[src/hw/rtl/tcce_pkg.sv]
// ----------------------------------------------------------------------------
// tcce_pkg: shared definitions for the text console engine
// Geometry, byte codes, request and register codes, the sequencer state type
// and the text RAM write bundle.
// ----------------------------------------------------------------------------
`default_nettype none

package tcce_pkg;

	// Screen and text memory geometry
	localparam int COLUMNS      = 80;
	localparam int ROWS         = 25;
	localparam int MEMORY_CELLS = 8192;
	localparam int ADDR_W       = $clog2(MEMORY_CELLS);
	localparam int SPAN         = ROWS * COLUMNS;
	// window bases at or above this must be copied down before a scroll
	localparam int SCROLL_LIMIT = MEMORY_CELLS - SPAN - COLUMNS;

	localparam int COL_W  = 7;
	localparam int ROW_W  = 5;
	localparam int CELL_W = 16;
	localparam int ATTR_W = 8;
	localparam int CFG_W  = 1;

	typedef logic [ADDR_W-1:0] addr_t;
	typedef logic [CELL_W-1:0] cell_t;

	// Request codes
	localparam logic [1:0] REQ_WRITE = 2'd0;
	localparam logic [1:0] REQ_CLEAR = 2'd1;
	localparam logic [1:0] REQ_READ  = 2'd2;

	// Configuration register indexes
	localparam logic [CFG_W-1:0] CFG_CHAR_ATTR  = 1'b0;
	localparam logic [CFG_W-1:0] CFG_BLANK_CELL = 1'b1;

	localparam logic [ATTR_W-1:0] ATTR_RESET  = 8'h07;
	localparam cell_t             BLANK_RESET = 16'h0720;

	// Console byte codes
	localparam logic [7:0] CH_NUL = 8'h00;
	localparam logic [7:0] CH_ENQ = 8'h05;
	localparam logic [7:0] CH_BEL = 8'h07;
	localparam logic [7:0] CH_BS  = 8'h08;
	localparam logic [7:0] CH_HT  = 8'h09;
	localparam logic [7:0] CH_LF  = 8'h0A;
	localparam logic [7:0] CH_VT  = 8'h0B;
	localparam logic [7:0] CH_FF  = 8'h0C;
	localparam logic [7:0] CH_CR  = 8'h0D;
	localparam logic [7:0] CH_ESC = 8'h1B;
	localparam logic [7:0] CH_DEL = 8'h7F;

	// Sequencer states
	typedef enum logic [3:0] {
		ST_IDLE,
		ST_BYTE,
		ST_LF,
		ST_COPY_RD,
		ST_COPY_WR,
		ST_FILL,
		ST_POST,
		ST_RD_WAIT,
		ST_CLEAR,
		ST_DONE
	} state_t;

	// Text RAM write port bundle
	typedef struct packed {
		logic  en;
		addr_t addr;
		cell_t data;
	} ram_wr_t;

endpackage

`default_nettype wire

[src/hw/rtl/tcce_ctrl.sv]
// ----------------------------------------------------------------------------
// tcce_ctrl: console sequencer
// Decodes requests and bytes, keeps the window, write position and cursor,
// drives the text RAM for prints, erases, scroll copy/fill and clears, and
// holds the result item in an output register.
// ----------------------------------------------------------------------------
`default_nettype none

module tcce_ctrl (
	input  wire                            clk,
	input  wire                            arst_n,
	// request channel
	input  wire                            in_valid,
	output logic                           in_ready,
	input  wire  [1:0]                     req_type,
	input  wire  [7:0]                     char_byte,
	input  wire                            last_byte,
	input  wire  [tcce_pkg::ADDR_W-1:0]    read_addr,
	// configuration writes
	input  wire                            cfg_we,
	input  wire  [tcce_pkg::CFG_W-1:0]     cfg_index,
	input  wire  [tcce_pkg::CELL_W-1:0]    cfg_data,
	// result channel
	output logic                           out_valid,
	input  wire                            out_ready,
	output logic [tcce_pkg::ADDR_W-1:0]    screen_start,
	output logic [tcce_pkg::ADDR_W-1:0]    cursor_cell,
	output logic                           beep,
	output logic [tcce_pkg::CELL_W-1:0]    read_cell,
	// text RAM
	output tcce_pkg::ram_wr_t              ram_wr,
	output tcce_pkg::addr_t                ram_raddr,
	input  tcce_pkg::cell_t                ram_rdata
);
	import tcce_pkg::*;

	state_t state_q, state_n;

	// console state
	addr_t             wb_q, wb_n;     // window base
	addr_t             wc_q, wc_n;     // write position
	logic [COL_W-1:0]  col_q, col_n;
	logic [ROW_W-1:0]  row_q, row_n;
	addr_t             cur_q, cur_n;   // cursor register
	logic [ATTR_W-1:0] attr_q;
	cell_t             blank_q;

	// item being worked on
	logic [1:0]        req_q, req_n;
	logic [7:0]        ch_q, ch_n;
	logic              last_q, last_n;
	logic              beep_q, beep_n;
	cell_t             rd_q, rd_n;
	addr_t             cnt_q, cnt_n;

	// output register
	logic              out_valid_q;
	addr_t             start_q;
	addr_t             cursor_q;
	logic              obeep_q;
	cell_t             ocell_q;
	logic              load_out;

	cell_t             print_cell;

	assign print_cell = {attr_q, ch_q};

	// next state, RAM control and item bookkeeping
	always_comb begin
		state_n   = state_q;
		wb_n      = wb_q;
		wc_n      = wc_q;
		col_n     = col_q;
		row_n     = row_q;
		cur_n     = cur_q;
		req_n     = req_q;
		ch_n      = ch_q;
		last_n    = last_q;
		beep_n    = beep_q;
		rd_n      = rd_q;
		cnt_n     = cnt_q;
		ram_wr    = '0;
		ram_raddr = wb_q + cnt_q;
		in_ready  = 1'b0;
		load_out  = 1'b0;

		case (state_q)
			ST_IDLE: begin
				in_ready  = 1'b1;
				ram_raddr = read_addr;
				if (in_valid) begin
					req_n  = req_type;
					ch_n   = char_byte;
					last_n = last_byte;
					beep_n = 1'b0;
					rd_n   = '0;
					cnt_n  = '0;
					case (req_type)
						REQ_WRITE: state_n = ST_BYTE;
						REQ_CLEAR: begin
							wb_n    = '0;
							wc_n    = '0;
							col_n   = '0;
							row_n   = '0;
							cur_n   = '0;
							state_n = ST_CLEAR;
						end
						REQ_READ: state_n = ST_RD_WAIT;
						default:  state_n = ST_DONE;
					endcase
				end
			end

			ST_BYTE: begin
				state_n = ST_DONE;
				case (ch_q)
					CH_NUL, CH_ENQ, CH_HT, CH_VT, CH_ESC: ;
					CH_BEL: beep_n = 1'b1;
					CH_BS: begin
						if (col_q != '0) begin
							col_n        = col_q - COL_W'(1);
							wc_n         = wc_q - ADDR_W'(1);
							ram_wr.en    = 1'b1;
							ram_wr.addr  = wc_q - ADDR_W'(1);
							ram_wr.data  = blank_q;
						end
					end
					CH_LF, CH_FF: state_n = ST_LF;
					CH_CR: begin
						wc_n  = wc_q - ADDR_W'(col_q);
						col_n = '0;
					end
					CH_DEL: begin
						ram_wr.en   = 1'b1;
						ram_wr.addr = wc_q;
						ram_wr.data = blank_q;
					end
					default: begin
						if (col_q >= COL_W'(COLUMNS)) begin
							// line full: back to its start, then new line
							col_n   = col_q - COL_W'(COLUMNS);
							wc_n    = wc_q - ADDR_W'(COLUMNS);
							state_n = ST_LF;
						end else begin
							ram_wr.en   = 1'b1;
							ram_wr.addr = wc_q;
							ram_wr.data = print_cell;
							wc_n        = wc_q + ADDR_W'(1);
							col_n       = col_q + COL_W'(1);
						end
					end
				endcase
			end

			// line feed: next row, or scroll on the last row
			ST_LF: begin
				cnt_n = '0;
				if (row_q < ROW_W'(ROWS - 1)) begin
					row_n   = row_q + ROW_W'(1);
					wc_n    = wc_q + ADDR_W'(COLUMNS);
					state_n = ST_POST;
				end else if (wb_q >= ADDR_W'(SCROLL_LIMIT)) begin
					state_n = ST_COPY_RD;
				end else begin
					state_n = ST_FILL;
				end
			end

			// window copy to cell 0, one cell per read/write pair
			ST_COPY_RD: state_n = ST_COPY_WR;

			ST_COPY_WR: begin
				ram_wr.en   = 1'b1;
				ram_wr.addr = cnt_q;
				ram_wr.data = ram_rdata;
				if (cnt_q == ADDR_W'(SPAN - 1)) begin
					wc_n    = wc_q - wb_q;
					wb_n    = '0;
					cnt_n   = '0;
					state_n = ST_FILL;
				end else begin
					cnt_n   = cnt_q + ADDR_W'(1);
					state_n = ST_COPY_RD;
				end
			end

			// blank the row below the window, then move the window down
			ST_FILL: begin
				ram_wr.en   = 1'b1;
				ram_wr.addr = wb_q + ADDR_W'(SPAN) + cnt_q;
				ram_wr.data = blank_q;
				if (cnt_q == ADDR_W'(COLUMNS - 1)) begin
					wb_n    = wb_q + ADDR_W'(COLUMNS);
					wc_n    = wc_q + ADDR_W'(COLUMNS);
					state_n = ST_POST;
				end else begin
					cnt_n = cnt_q + ADDR_W'(1);
				end
			end

			// after the line feed: carriage return for LF, nothing for FF, print for a wrap
			ST_POST: begin
				state_n = ST_DONE;
				if (ch_q == CH_LF) begin
					wc_n  = wc_q - ADDR_W'(col_q);
					col_n = '0;
				end else if (ch_q != CH_FF) begin
					ram_wr.en   = 1'b1;
					ram_wr.addr = wc_q;
					ram_wr.data = print_cell;
					wc_n        = wc_q + ADDR_W'(1);
					col_n       = col_q + COL_W'(1);
				end
			end

			ST_RD_WAIT: begin
				rd_n    = ram_rdata;
				state_n = ST_DONE;
			end

			ST_CLEAR: begin
				ram_wr.en   = 1'b1;
				ram_wr.addr = cnt_q;
				ram_wr.data = blank_q;
				if (cnt_q == ADDR_W'(MEMORY_CELLS - 1)) begin
					state_n = ST_DONE;
				end else begin
					cnt_n = cnt_q + ADDR_W'(1);
				end
			end

			// hand the result over once the output register is free
			ST_DONE: begin
				if (!out_valid_q || out_ready) begin
					load_out = 1'b1;
					if ((req_q == REQ_WRITE) && last_q) begin
						cur_n = wc_q;
					end
					state_n = ST_IDLE;
				end
			end

			default: state_n = ST_IDLE;
		endcase
	end

	// control state
	always_ff @(posedge clk or negedge arst_n) begin
		if (!arst_n) begin
			state_q     <= ST_IDLE;
			wb_q        <= '0;
			wc_q        <= '0;
			col_q       <= '0;
			row_q       <= '0;
			cur_q       <= '0;
			out_valid_q <= 1'b0;
		end else begin
			state_q <= state_n;
			wb_q    <= wb_n;
			wc_q    <= wc_n;
			col_q   <= col_n;
			row_q   <= row_n;
			cur_q   <= cur_n;
			if (load_out) begin
				out_valid_q <= 1'b1;
			end else if (out_ready) begin
				out_valid_q <= 1'b0;
			end
		end
	end

	// configuration registers
	always_ff @(posedge clk or negedge arst_n) begin
		if (!arst_n) begin
			attr_q  <= ATTR_RESET;
			blank_q <= BLANK_RESET;
		end else if (cfg_we) begin
			case (cfg_index)
				CFG_CHAR_ATTR:  attr_q  <= cfg_data[ATTR_W-1:0];
				CFG_BLANK_CELL: blank_q <= cfg_data;
				default: ;
			endcase
		end
	end

	// item and result payload
	always_ff @(posedge clk) begin
		req_q  <= req_n;
		ch_q   <= ch_n;
		last_q <= last_n;
		beep_q <= beep_n;
		rd_q   <= rd_n;
		cnt_q  <= cnt_n;
		if (load_out) begin
			start_q  <= wb_q;
			cursor_q <= cur_n;
			obeep_q  <= beep_q;
			ocell_q  <= rd_q;
		end
	end

	assign out_valid    = out_valid_q;
	assign screen_start = start_q;
	assign cursor_cell  = cursor_q;
	assign beep         = obeep_q;
	assign read_cell    = ocell_q;

endmodule

`default_nettype wire

[config.mk]
export PLATFORM = sky130hd
export DESIGN_NAME = tcce_ctrl
export DESIGN_NICKNAME = d
export VERILOG_FILES = /design/src/hw/rtl/tcce_pkg.sv /design/src/hw/rtl/tcce_ctrl.sv
export SDC_FILE = /design/constraint.sdc
export NUM_CORES = 1
export LEC_CHECK = 0
export BUFFER_PORTS_ARGS = -buffer_cell sky130_fd_sc_hd__buf_2
export CELL_PAD_IN_SITES_DETAIL_PLACEMENT = 0
export CELL_PAD_IN_SITES_GLOBAL_PLACEMENT = 1
export CORE_ASPECT_RATIO = 1.1
export CORE_MARGIN = 2
export CORE_UTILIZATION = 41
export CTS_BUF_LIST = sky130_fd_sc_hd__clkbuf_16
export DETAILED_ROUTE_END_ITERATION = 6
export GPL_TIMING_DRIVEN = 1
export PLACE_DENSITY_LB_ADDON = 0.1
export SKIP_CTS_REPAIR_TIMING = 1
export SLEW_MARGIN = 20
export SYNTH_ARGS = -nofsm -noshare
export SYNTH_HDL_FRONTEND = slang
export SYNTH_SLANG_ARGS = --single-unit
[constraint.sdc]
create_clock -name clk -period 3.79 [get_ports clk]
set_input_delay 0.379 -clock clk [delete_from_list [all_inputs] [get_ports clk]]
set_output_delay 0.379 -clock clk [all_outputs]
set_load 0.05 [all_outputs]
# After elaboration in Yosys (flattened, before gate mapping)
# Cells that the tools add are included.
dict set report totals {
  ff_bits 164
  inputBits 62
  out_inout_bits 88
}
dict set report classes {
  addsub 15
  magnitude_cmp 3
  n_eq_ne 38
  mux 64
  bitwise_logic 1
  reduce_logical 32
}
# operator n
set op_table {}
lappend op_table {{two-way mux 13 bit} 20}
lappend op_table {{one-hot mux 30 bit (5 select lines)} 1}
lappend op_table {{two-way mux 30 bit} 4}
lappend op_table {{one-hot mux 30 bit (3 select lines)} 1}
lappend op_table {{one-hot mux 13 bit (3 select lines)} 2}
lappend op_table {{one-hot mux 13 bit (6 select lines)} 1}
lappend op_table {{one-hot mux 13 bit (5 select lines)} 1}
lappend op_table {{== test 8 x 4 -> 1 bit, second input constant} 6}
lappend op_table {{two-way mux 7 bit} 6}
lappend op_table {{one-hot mux 7 bit (3 select lines)} 2}
lappend op_table {{one-hot mux 4 bit (9 select lines)} 1}
lappend op_table {{one-hot mux 16 bit (2 select lines)} 1}
lappend op_table {{OR reduction 9 bit} 3}
lappend op_table {{adder 13 x 1 -> 13 bit, second input constant} 2}
lappend op_table {{adder 13 bit} 2}
lappend op_table {{adder 13 x 7 -> 13 bit, second input constant} 2}
lappend op_table {{one-hot mux 13 bit (2 select lines)} 1}
lappend op_table {{two-way mux 4 bit} 5}
lappend op_table {{inequality test 2 bit, second input constant} 10}
lappend op_table {{== test 4 x 3 -> 1 bit, second input constant} 4}
lappend op_table {{== test 8 x 3 -> 1 bit, second input constant} 2}
lappend op_table {{two-way mux 16 bit} 1}
lappend op_table {{two-way mux 5 bit} 3}
lappend op_table {{adder 13 x 11 -> 13 bit, second input constant} 1}
lappend op_table {{other kinds (49)} 71}

# Logic depth before layout (Yosys ltp)
# Gate-level depths: netlist of run 1.
dict set report logic_depth {
  ltp_word 5
  depth_mapped 12
  mapped_depth_nobuf 11
}

# Worst setup path after synthesis of run 1
# OpenSTA, ideal clock, no wires.
dict set report synth_path {
  path_kind {reg2reg}
  startpoint {register state_q[2]}
  endpoint {register cursor_q[0] (netlist: cursor_cell[0]) (data pin)}
  arrival_time_ps 3612
  setup_slack_ps -83
  stages_incl_launch_ff 9
  path_buffers 2
  synth_period_minus_slack_ps 3873
  path_cell_list {dfrtp_1 > nand2b_1 > nor3b_1 > nor2b_1 > and3_1 > clkbuf_1 > nor2_1 > clkbuf_1 > a22o_1}
}
dict set report synth_via {
  elab_chain_cells 2
}
# element line
set synth_lines {}
lappend synth_lines {{start, declared} tcce_ctrl.sv:37} ;# state_t state_q, state_n;
lappend synth_lines {{start signal, assigned} tcce_ctrl.sv:258} ;# state_q <= state_n;
lappend synth_lines {{== test 4 bit or logical NOT 4 bit (tied branches)} tcce_ctrl.sv:87} ;# case (state_q)
lappend synth_lines {{one-hot mux 13 bit (2 select lines) *} tcce_ctrl.sv:87}
lappend synth_lines {{net cur_n[0]} tcce_ctrl.sv:44} ;# addr_t cur_q, cur_n;
lappend synth_lines {{end signal, assigned} tcce_ctrl.sv:296} ;# cursor_q <= cur_n;
lappend synth_lines {{end, declared} tcce_ctrl.sv:59} ;# addr_t cursor_q;
# The timed path passes the listed nets; every way through them passes the cells marked *.
# A chain may end at the register's enable or synchronous reset.

==> results.sh, run 1 <==
export IMPL_timing_fmax_ghz=0.2727
export IMPL_clockBufferDepth=2
export IMPL_yosysTopAreaCell="edfxtp_1"
export IMPL_worst_pin_slew_ps=853.5
export IMPL_nNetsFinal=1488
export IMPL_gr_total_overflow=0
export IMPL_initialDrtViolationCount=888
export IMPL_rr_worst_depth=9
export IMPL_slowest_delay_ps=460
export IMPL_wl_mm=39.18
export IMPL_cts_root_buf="clkbuf_16"
export IMPL_syn_inst=1211
export IMPL_synth_cell_types=94
export IMPL_setup_viol=0
export IMPL_num_vias=10370
export IMPL_die_area_um2=28610
export IMPL_fin_util_pct=48.90
export IMPL_violations="design-rule violations"
export IMPL_cpMaxStageDelayCell="dfrtp_2"
export IMPL_vias_per_cell=5.974
export IMPL_p_leak_nw=5.532
export IMPL_hold_class="primary input to async pin"
export IMPL_crit_fanout=7
export IMPL_initial_utilization_pct=41.60
export IMPL_design_area_um2=13150
export IMPL_grt_first_pass_wirelength_mm=60.18
export IMPL_max_vdd_ir_drop_v=0.0005229
export IMPL_die_w_um=161.5
export IMPL_drc=2
export IMPL_grt_pass1_vias=9990
export IMPL_syn_to_final_growth_pct=17.57
export IMPL_yosysTopAreaCellShare_pct=21.49
export IMPL_cts_sinks=156
export IMPL_hpwl_mm=29.06
export IMPL_synth_seq_area_share_pct=38.57
export IMPL_syn_area_per_cell_um2=9.233
export IMPL_post_synth_top_count_cell="nor2_1"
export IMPL_gp_congestion=0.9540
export IMPL_path_delay_family="simple AND/OR/NAND/NOR gates"
export IMPL_rows=63
export IMPL_clk_pin_slew_ps=70
export IMPL_syn_cell_area_um2=11180
export IMPL_finalHoldViolations=0
export IMPL_ys_warn_count=0
export IMPL_finalSetupTns_ps=0
export IMPL_layout_drive_gt1_share_pct=23.06
export IMPL_worst_slack_ps=122.3
export IMPL_htree_num_levels=4
export IMPL_ant_nets=0
export IMPL_power_w=0.01155
export IMPL_antenna_found_initial=0
export IMPL_coreArea_um2=26880
export IMPL_async_reset_ff_share_pct=48.72
export IMPL_endpoint_kind="primary output"
export IMPL_track_usage_pct=27.64
export IMPL_insertion_delay_ps=450
export IMPL_cts_buffers_inserted=17
export IMPL_arrival_ps=3290
export IMPL_criticalPathCategory="flip-flop to primary output"
export IMPL_postPlaceCellArea_um2=12490
export IMPL_synthTopCellsByArea="edfxtp_1 (21%), dfrtp_1 (15%), ha_1 (6.3%)"
export IMPL_maxCapViolCount=0
export IMPL_fin_crit_ps=3668
export IMPL_slew_headroom_pct=43.10
export IMPL_crit_chain="inv_1 -> ha_1 -> or3b_4 -> nor3b_4 -> nor2_1 -> buf_4 -> a21oi_1 -> a21oi_1 -> a31oi_1 -> o21ai_0 -> buf_2"
export IMPL_synthTopCellsByCount="nor2_1 (114), o21ai_0 (82), edfxtp_1 (80)"
export IMPL_die_h_um=177.2
export IMPL_grt_max_degree=60
export IMPL_start_kind="flip-flop"
export IMPL_first_pass_iters=7
export IMPL_maxSlewViolCount=0
export IMPL_io_buffers=145
export IMPL_cpMostUsedCell="a21oi_1"
export IMPL_tritoncts="done"
export IMPL_critPathBufInv=3
export IMPL_power_density_nw_per_um2=878.6
export IMPL_diodes=0
export IMPL_rsz0062_at_grt="no"
export IMPL_ys_ff_latch=156
export IMPL_io_pins=150
export IMPL_synth_edf_count=80
export IMPL_preCtsSetupSlack_ps=346.0
export IMPL_fin_crit_sh_pct=96.77
export IMPL_skew_ps=10.38
export IMPL_wl_per_cell_um=22.57
export IMPL_cp_depth=11
export IMPL_required_ps=3410
export IMPL_outcome="finished, violations left"
export IMPL_ys_flop_type="edfxtp_1"
[power by group]
| part | leakage, nW | internal (W) | switching [W] |
|---|---|---|---|
| Combinational | 3.51 | 0.00225 | 0.00484 |
| Sequential | 1.73 | 0.00232 | 0.000424 |
| Clock | 0.285 | 0.000919 | 0.000796 |
[cell type report]
type                       count  area, µm²
multi-input combinational    933       6410
fill                        2608      13730
clock buffer                  17      425.4
sequential                   156       4320
inverter                      55      206.4
clock inverter                15      141.4
tap                          357      446.7
timing repair buffer         203       1195
[cells in the final DEF (no fill, tap or decap), types with 21 or more instances in the layout]
master	instances
nor2_1	112
xnor2_1	32
and3_1	30
buf_2	133
dfrtp_1	63
and2_1	25
inv_1	57
nor3_1	31
mux2_2	25
nand2_1	78
edfxtp_1	80
buf_4	59
a221o_1	21
o21ai_0	80
ha_1	55
nand3_1	30
a21oi_1	73
[stage by stage]
step / std cells / hold WS (ps)
final: 1736 / 9.068
after global routing: 1736 / 74.52
after CTS: 1736 / 50.54
after detailed placement: 1704 / 405.4
after global placement: 1704 / 400.8
after floorplan: 1220 / 83.41
[kinds of logic (layout without fill, tap and decap cells)]
family / after synthesis / in the layout / synth area share (%)
buffers and inverters: 131 / 290 / 4.991
xor gates and xnor gates: 47 / 47 / 3.682
adders and majority gates: 60 / 60 / 6.983
AOI/OAI and AO/OA: 373 / 373 / 23.77
muxes: 29 / 29 / 2.876
and+or+nand+nor: 413 / 413 / 19.06
other: 2 / 11 / 0.06717
DFF: 156 / 156 / 38.57
[flip-flops by register name, summed over array words and instances (netlist names)]
signal and count:
attr_q 8, beep 1, beep_q 1, blank_q 16
ch_q 8, cnt_q 13, col_q 7, cur_q 13
cursor_cell 13, last_q 1, out_valid 1, rd_q 16
read_cell 16, req_q 2, row_q 5, screen_start 9
state_q 4, wb_q 9, wc_q 13
[worst register-to-register path, stage by stage, from the launching register on]
cell,delay [ps]
dfrtp_1,480
inv_1,230
ha_2,290
or3b_1,420
a211oi_1,370
nand3_1,190
a221oi_1,550
o211ai_1,180
a21boi_1,200
o211ai_2,80
[metal layers]
metal  track usage (%)  vias to the layer above  routed length [µm]
li1                  -                     4834                   -
met1             35.90                     5016               16770
met2             46.62                      449               18740
met3             4.241                       72                2540
met4             10.34                        0                1131
met5                 0                        -                   0
[path summary, 6_finish.rpt]
| path | slack, ps | from | to |
|---|---|---|---|
| min | 9 | arst_n | wb_q[11] |
| max reg2reg | 650 | wc_q[1] | wc_q[12] |
| max in group asynchronous | 2960 | arst_n | wb_q[6] |
| min in group clk | 110 | char_byte[2] | ch_q[2] |
| min reg2reg | 420 | rd_q[2] | read_cell[2] |
| max | 120 | col_q[1] | ram_wr[20] |
(Power assumes the default switching activity.)
==> inputs of run 2 (changes only) <==
--- a/config.mk
+++ b/config.mk
@@ -10,7 +10,7 @@
 export CELL_PAD_IN_SITES_GLOBAL_PLACEMENT = 1
 export CORE_ASPECT_RATIO = 1.1
 export CORE_MARGIN = 2
-export CORE_UTILIZATION = 41
+export CORE_UTILIZATION = 45
 export CTS_BUF_LIST = sky130_fd_sc_hd__clkbuf_16
 export DETAILED_ROUTE_END_ITERATION = 6
 export GPL_TIMING_DRIVEN = 1
==> constraint.sdc (replaced) <==
create_clock -name clk -period 3.8 [get_ports clk]
set_input_delay 0.38 -clock clk [delete_from_list [all_inputs] [get_ports clk]]
set_output_delay 0.38 -clock clk [all_outputs]
set_load 0.05 [all_outputs]
==> results.sh, run 2 (synthesized netlist as in run 1, its figures left out) <==
export IMPL_syn_to_final_growth_pct=18.29
export IMPL_cell_internal_pwr_w=0.005503
export IMPL_wl_per_cell_um=22.31
export IMPL_arrival_ps=3340
export IMPL_track_usage_pct=28.86
export IMPL_grt_pass1_vias=9918
export IMPL_clk_pin_slew_ps=90
export IMPL_fill_cells=2310
export IMPL_antenna_found_initial=0
export IMPL_required_ps=3420
export IMPL_finalHoldViolations=0
export IMPL_gr_total_overflow=0
export IMPL_coreArea_um2=24470
export IMPL_initialDrtViolationCount=957
export IMPL_maxSlewViolCount=0
export IMPL_cts_sinks=156
export IMPL_preCtsSetupSlack_ps=299.9
export IMPL_crit_fanout=8
export IMPL_power_density_nw_per_um2=881.7
export IMPL_r2r_slack_ps=740
export IMPL_worst_slack_ps=83.19
export IMPL_diodes=0
export IMPL_final_cells=1698
export IMPL_hold_class="primary input to async pin"
export IMPL_pwr_share_comb_pct=60.5
export IMPL_worst_pin_slew_ps=1012
export IMPL_crit_chain="inv_1 -> ha_2 -> or3b_4 -> nor3b_4 -> nor2_1 -> buf_4 -> o211ai_4 -> nand2_2 -> a221o_1 -> buf_2"
export IMPL_criticalPathCategory="flip-flop to primary output"
export IMPL_use_met3_pct=4.622
export IMPL_cts_buffers_inserted=17
export IMPL_io_pins=150
export IMPL_drc=0
export IMPL_dp_cells=1659
export IMPL_rows=60
export IMPL_p_sw_w=0.006158
export IMPL_slew_headroom_pct=32.27
export IMPL_start_kind="flip-flop"
export IMPL_die_area_um2=26120
export IMPL_first_pass_iters=6
export IMPL_slowest_delay_ps=460
export IMPL_vias_per_cell=6.067
export IMPL_setup_viol=0
export IMPL_wl_mm=37.88
export IMPL_ant_nets=0
export IMPL_critPathBufInv=3
export IMPL_timing_fmax_ghz=0.2690
export IMPL_skew_ps=21.91
export IMPL_sequentialPowerShare_pct=23.7
export IMPL_num_vias=10300
export IMPL_rsz0062_at_grt="yes"
export IMPL_fin_crit_sh_pct=97.81
export IMPL_grt_use_met1_pct=37.38
export IMPL_grt_max_degree=64
export IMPL_nNetsFinal=1497
export IMPL_die_h_um=169.3
export IMPL_p_leak_nw=5.599
export IMPL_multi_input_area_um2=6437
export IMPL_clkPwrFrac_pct=15.8
export IMPL_tritoncts="done"
export IMPL_path_delay_family="simple AND/OR/NAND/NOR gates"
export IMPL_swShare_pct=52.81
export IMPL_layout_drive_gt1_share_pct=23.78
export IMPL_cpMaxStageDelayCell="dfrtp_2"
export IMPL_gp_congestion=0.9543
export IMPL_outcome="complete, no violations"
export IMPL_grt_util_met2_pct=48.16
export IMPL_io_buffers=145
export IMPL_hpwl_mm=28.27
export IMPL_clockBufferDepth=2
export IMPL_final_cell_mix="buf_2 (142), nor2_1 (113), o21ai_0 (80), edfxtp_1 (80), nand2_1 (78)"
export IMPL_regArea_um2=4320
export IMPL_initial_utilization_pct=45.69
export IMPL_maxCapViolCount=0
export IMPL_mostFrequentLayoutCell="buf_2"
export IMPL_fin_crit_ps=3717
export IMPL_insertion_delay_ps=450
export IMPL_endpoint_kind="primary output"
export IMPL_die_w_um=154.3
export IMPL_fin_hold_ws_ps=15.82
export IMPL_grt_first_pass_wirelength_mm=57.95
export IMPL_cts_root_buf="clkbuf_16"
export IMPL_max_vdd_ir_drop_v=0.0003996
export IMPL_htree_num_levels=4
export IMPL_grt_busiest_layer="met2"
## run 2: cell type report
type | count | area share, %
Tap cell | 310 | 2.933
Timing Repair Buffer | 211 | 9.319
Clock inverter | 15 | 1.599
Sequential cell | 156 | 32.67
Inverter | 55 | 1.589
Clock buffer | 17 | 3.217
Multi-Input combinational cell | 934 | 48.68
## run 2: metal layers
metal  vias to the layer above  part of all wire (%)
met5                         -                     0
met1                      4940                    44
met4                         0                   4.0
li1                       4857                     -
met3                        92                   5.7
met2                       413                    47
## run 2: worst paths after layout
check	end	depth (start not counted)	startpoint
min	blank_q[15]	1	arst_n
min reg2reg	read_cell[14]	0	rd_q[14]
max in group asynchronous	state_q[2]	2	arst_n
min in group clk	ch_q[0]	1	char_byte[0]
max reg2reg	wc_q[12]	9	wc_q[1]
max	ram_wr[14]	10	col_q[1]
## run 2: per-stage QoR
stage	total power, W	setup TNS [ps]	area [µm²]	utilization (%)
after global placement	0.009601	0	12440	50.84
final	0.01166	0	13230	54.04
after global routing	0.01229	-87.20	13230	54.04
after floorplan	0.007664	0	11220	-
after CTS	0.01147	-2831	13080	53.45
after detailed placement	0.009599	0	12440	50.84
## run 2: power by group through the flow
| stage | Sequential, W | Combinational (W) | Clock [W] |
|---|---|---|---|
| after global routing | 0.00281 | 0.00754 | 0.00194 |
| after global placement | 0.00278 | 0.00682 | 0 |
| after floorplan | 0.00297 | 0.00469 | 0 |
| after detailed placement | 0.00279 | 0.00681 | 0 |
| final | 0.00277 | 0.00705 | 0.00184 |
| after CTS | 0.00276 | 0.00685 | 0.00187 |
==> inputs of run 3 (changes only) <==
--- a/config.mk
+++ b/config.mk
@@ -14,7 +14,7 @@
 export CTS_BUF_LIST = sky130_fd_sc_hd__clkbuf_16
 export DETAILED_ROUTE_END_ITERATION = 6
 export GPL_TIMING_DRIVEN = 1
-export PLACE_DENSITY_LB_ADDON = 0.1
+export PLACE_DENSITY_LB_ADDON = 0.2
 export SKIP_CTS_REPAIR_TIMING = 1
 export SLEW_MARGIN = 20
 export SYNTH_ARGS = -nofsm -noshare
==> results.sh, run 3 (synthesized netlist as in run 1, its figures left out) <==
export IMPL_cpMaxStageDelayCell="dfrtp_2"
export IMPL_cts_buffers_inserted=17
export IMPL_power_density_nw_per_um2=879.5
export IMPL_p_leak_nw=5.530
export IMPL_mostFrequentLayoutCell="buf_2"
export IMPL_violations="negative hold slack"
export IMPL_required_ps=3420
export IMPL_gr_total_overflow=0
export IMPL_hold_class="primary input to async pin"
export IMPL_wl_per_cell_um=22.21
export IMPL_endpoint_kind="primary output"
export IMPL_die_w_um=154.3
export IMPL_track_usage_pct=28.87
export IMPL_arrival_ps=3340
export IMPL_setup_viol=0
export IMPL_coreArea_um2=24470
export IMPL_skew_ps=11.95
export IMPL_crit_fanout=10
export IMPL_fin_crit_ps=3717
export IMPL_wl_mm=37.40
export IMPL_tritoncts="done"
export IMPL_finalHoldViolations=2
export IMPL_io_buffers=145
export IMPL_htree_num_levels=4
export IMPL_grt_pass1_vias=10010
export IMPL_die_h_um=169.3
export IMPL_maxSlewViolCount=0
export IMPL_preCtsSetupSlack_ps=386.2
export IMPL_cts_root_buf="clkbuf_16"
export IMPL_worst_slack_ps=82.76
export IMPL_nNetsFinal=1483
export IMPL_initialDrtViolationCount=806
export IMPL_max_vdd_ir_drop_v=0.0004549
export IMPL_clockBufferDepth=2
export IMPL_gp_congestion=0.9487
export IMPL_hpwl_mm=27.86
export IMPL_diodes=0
export IMPL_timing_fmax_ghz=0.2690
export IMPL_outcome="finished, violations left"
export IMPL_maxCapViolCount=0
export IMPL_insertion_delay_ps=440
export IMPL_slowest_delay_ps=470
export IMPL_crit_chain="inv_1 -> ha_1 -> or3b_4 -> o21a_1 -> o21ai_2 -> or3_1 -> or2_1 -> o21ai_1 -> buf_6 -> a221o_1 -> buf_2"
export IMPL_cts_sinks=156
export IMPL_syn_to_final_growth_pct=17.04
export IMPL_start_kind="flip-flop"
export IMPL_drc=0
export IMPL_grt_max_degree=56
export IMPL_first_pass_iters=7
export IMPL_worst_pin_slew_ps=924.8
export IMPL_fin_crit_sh_pct=97.82
export IMPL_criticalPathCategory="flip-flop to primary output"
export IMPL_die_area_um2=26120
export IMPL_num_vias=10280
export IMPL_clk_pin_slew_ps=80
export IMPL_finalSetupTns_ps=0
export IMPL_io_pins=150
export IMPL_vias_per_cell=6.102
export IMPL_grt_first_pass_wirelength_mm=57.99
export IMPL_final_cell_mix="buf_2 (143), nor2_1 (114), o21ai_0 (81)"
export IMPL_ant_nets=0
export IMPL_rows=60
export IMPL_layout_drive_gt1_share_pct=22.78
export IMPL_initial_utilization_pct=45.69
export IMPL_slew_headroom_pct=38.12
export IMPL_antenna_found_initial=0
export IMPL_fin_hold_ws_ps=-5.644
## run 3: changes by cell type in the layout (fill, tap and decap cells not counted), sizes merged
cell and delta:
clkinvlp -1, buf -14, nand2 -1, clkbuf +1
inv +5, clkinv -4
## run 3: metrics by stage
stage               area (µm²)  hold WS (ps)  cells  power [W]  utilization, %
global placement         12380         401.2   1650   0.009515           50.57
floorplan                11220         84.41   1220   0.007664               -
global route             13090         67.84   1684    0.01215           53.47
CTS                      13010         51.15   1682    0.01140           53.15
detailed placement       12380         404.5   1650   0.009536           50.57
finish                   13090        -5.644   1684    0.01151           53.47
## run 3: cell type report
cell class              count  area [µm²]
repair buffers            198        1132
flip-flops and latches    156        4319
well taps                 310       387.9
fillers                  2275       11390
clock buffers              17       425.4
multi-input cells         933        6409
clock inverters            15       206.4
inverters                  55       206.4
## run 3: critical path, delay by kind of cell, from the launching register on
kind            cells  cell delay [ps]
simple gates        3              890
compound gates      4              730
flops               1              470
fa+ha+maj           1              250
buf+inv             3              560
## run 3: path summary, 6_finish.rpt
check | to | depth (start not counted) | from | slack [ps]
max in group asynchronous | attr_q[1] | 2 | arst_n | 2840
min reg2reg | read_cell[4] | 0 | rd_q[4] | 420
max reg2reg | wc_q[8] | 8 | state_q[0] | 730
min in group clk | ch_q[3] | 1 | char_byte[3] | 110
max | ram_wr[2] | 11 | col_q[0] | 80
min | blank_q[11] | 1 | arst_n | -6
## run 3: power by group
| group | internal (W) | switching (W) |
|---|---|---|
| Sequential | 0.00232 | 0.000459 |
| Clock | 0.000917 | 0.000904 |
| Combinational | 0.00220 | 0.00471 |
## run 3: per-layer routing
layer  vias to the layer above  part of all wire (%)  global-route usage, %
met5                         -                     0                      0
met4                         0                   4.2                  13.16
met3                        86                   7.8                  4.954
met2                       476                    47                  48.10
met1                      4890                    41                  36.91
li1                       4824                     -                      -
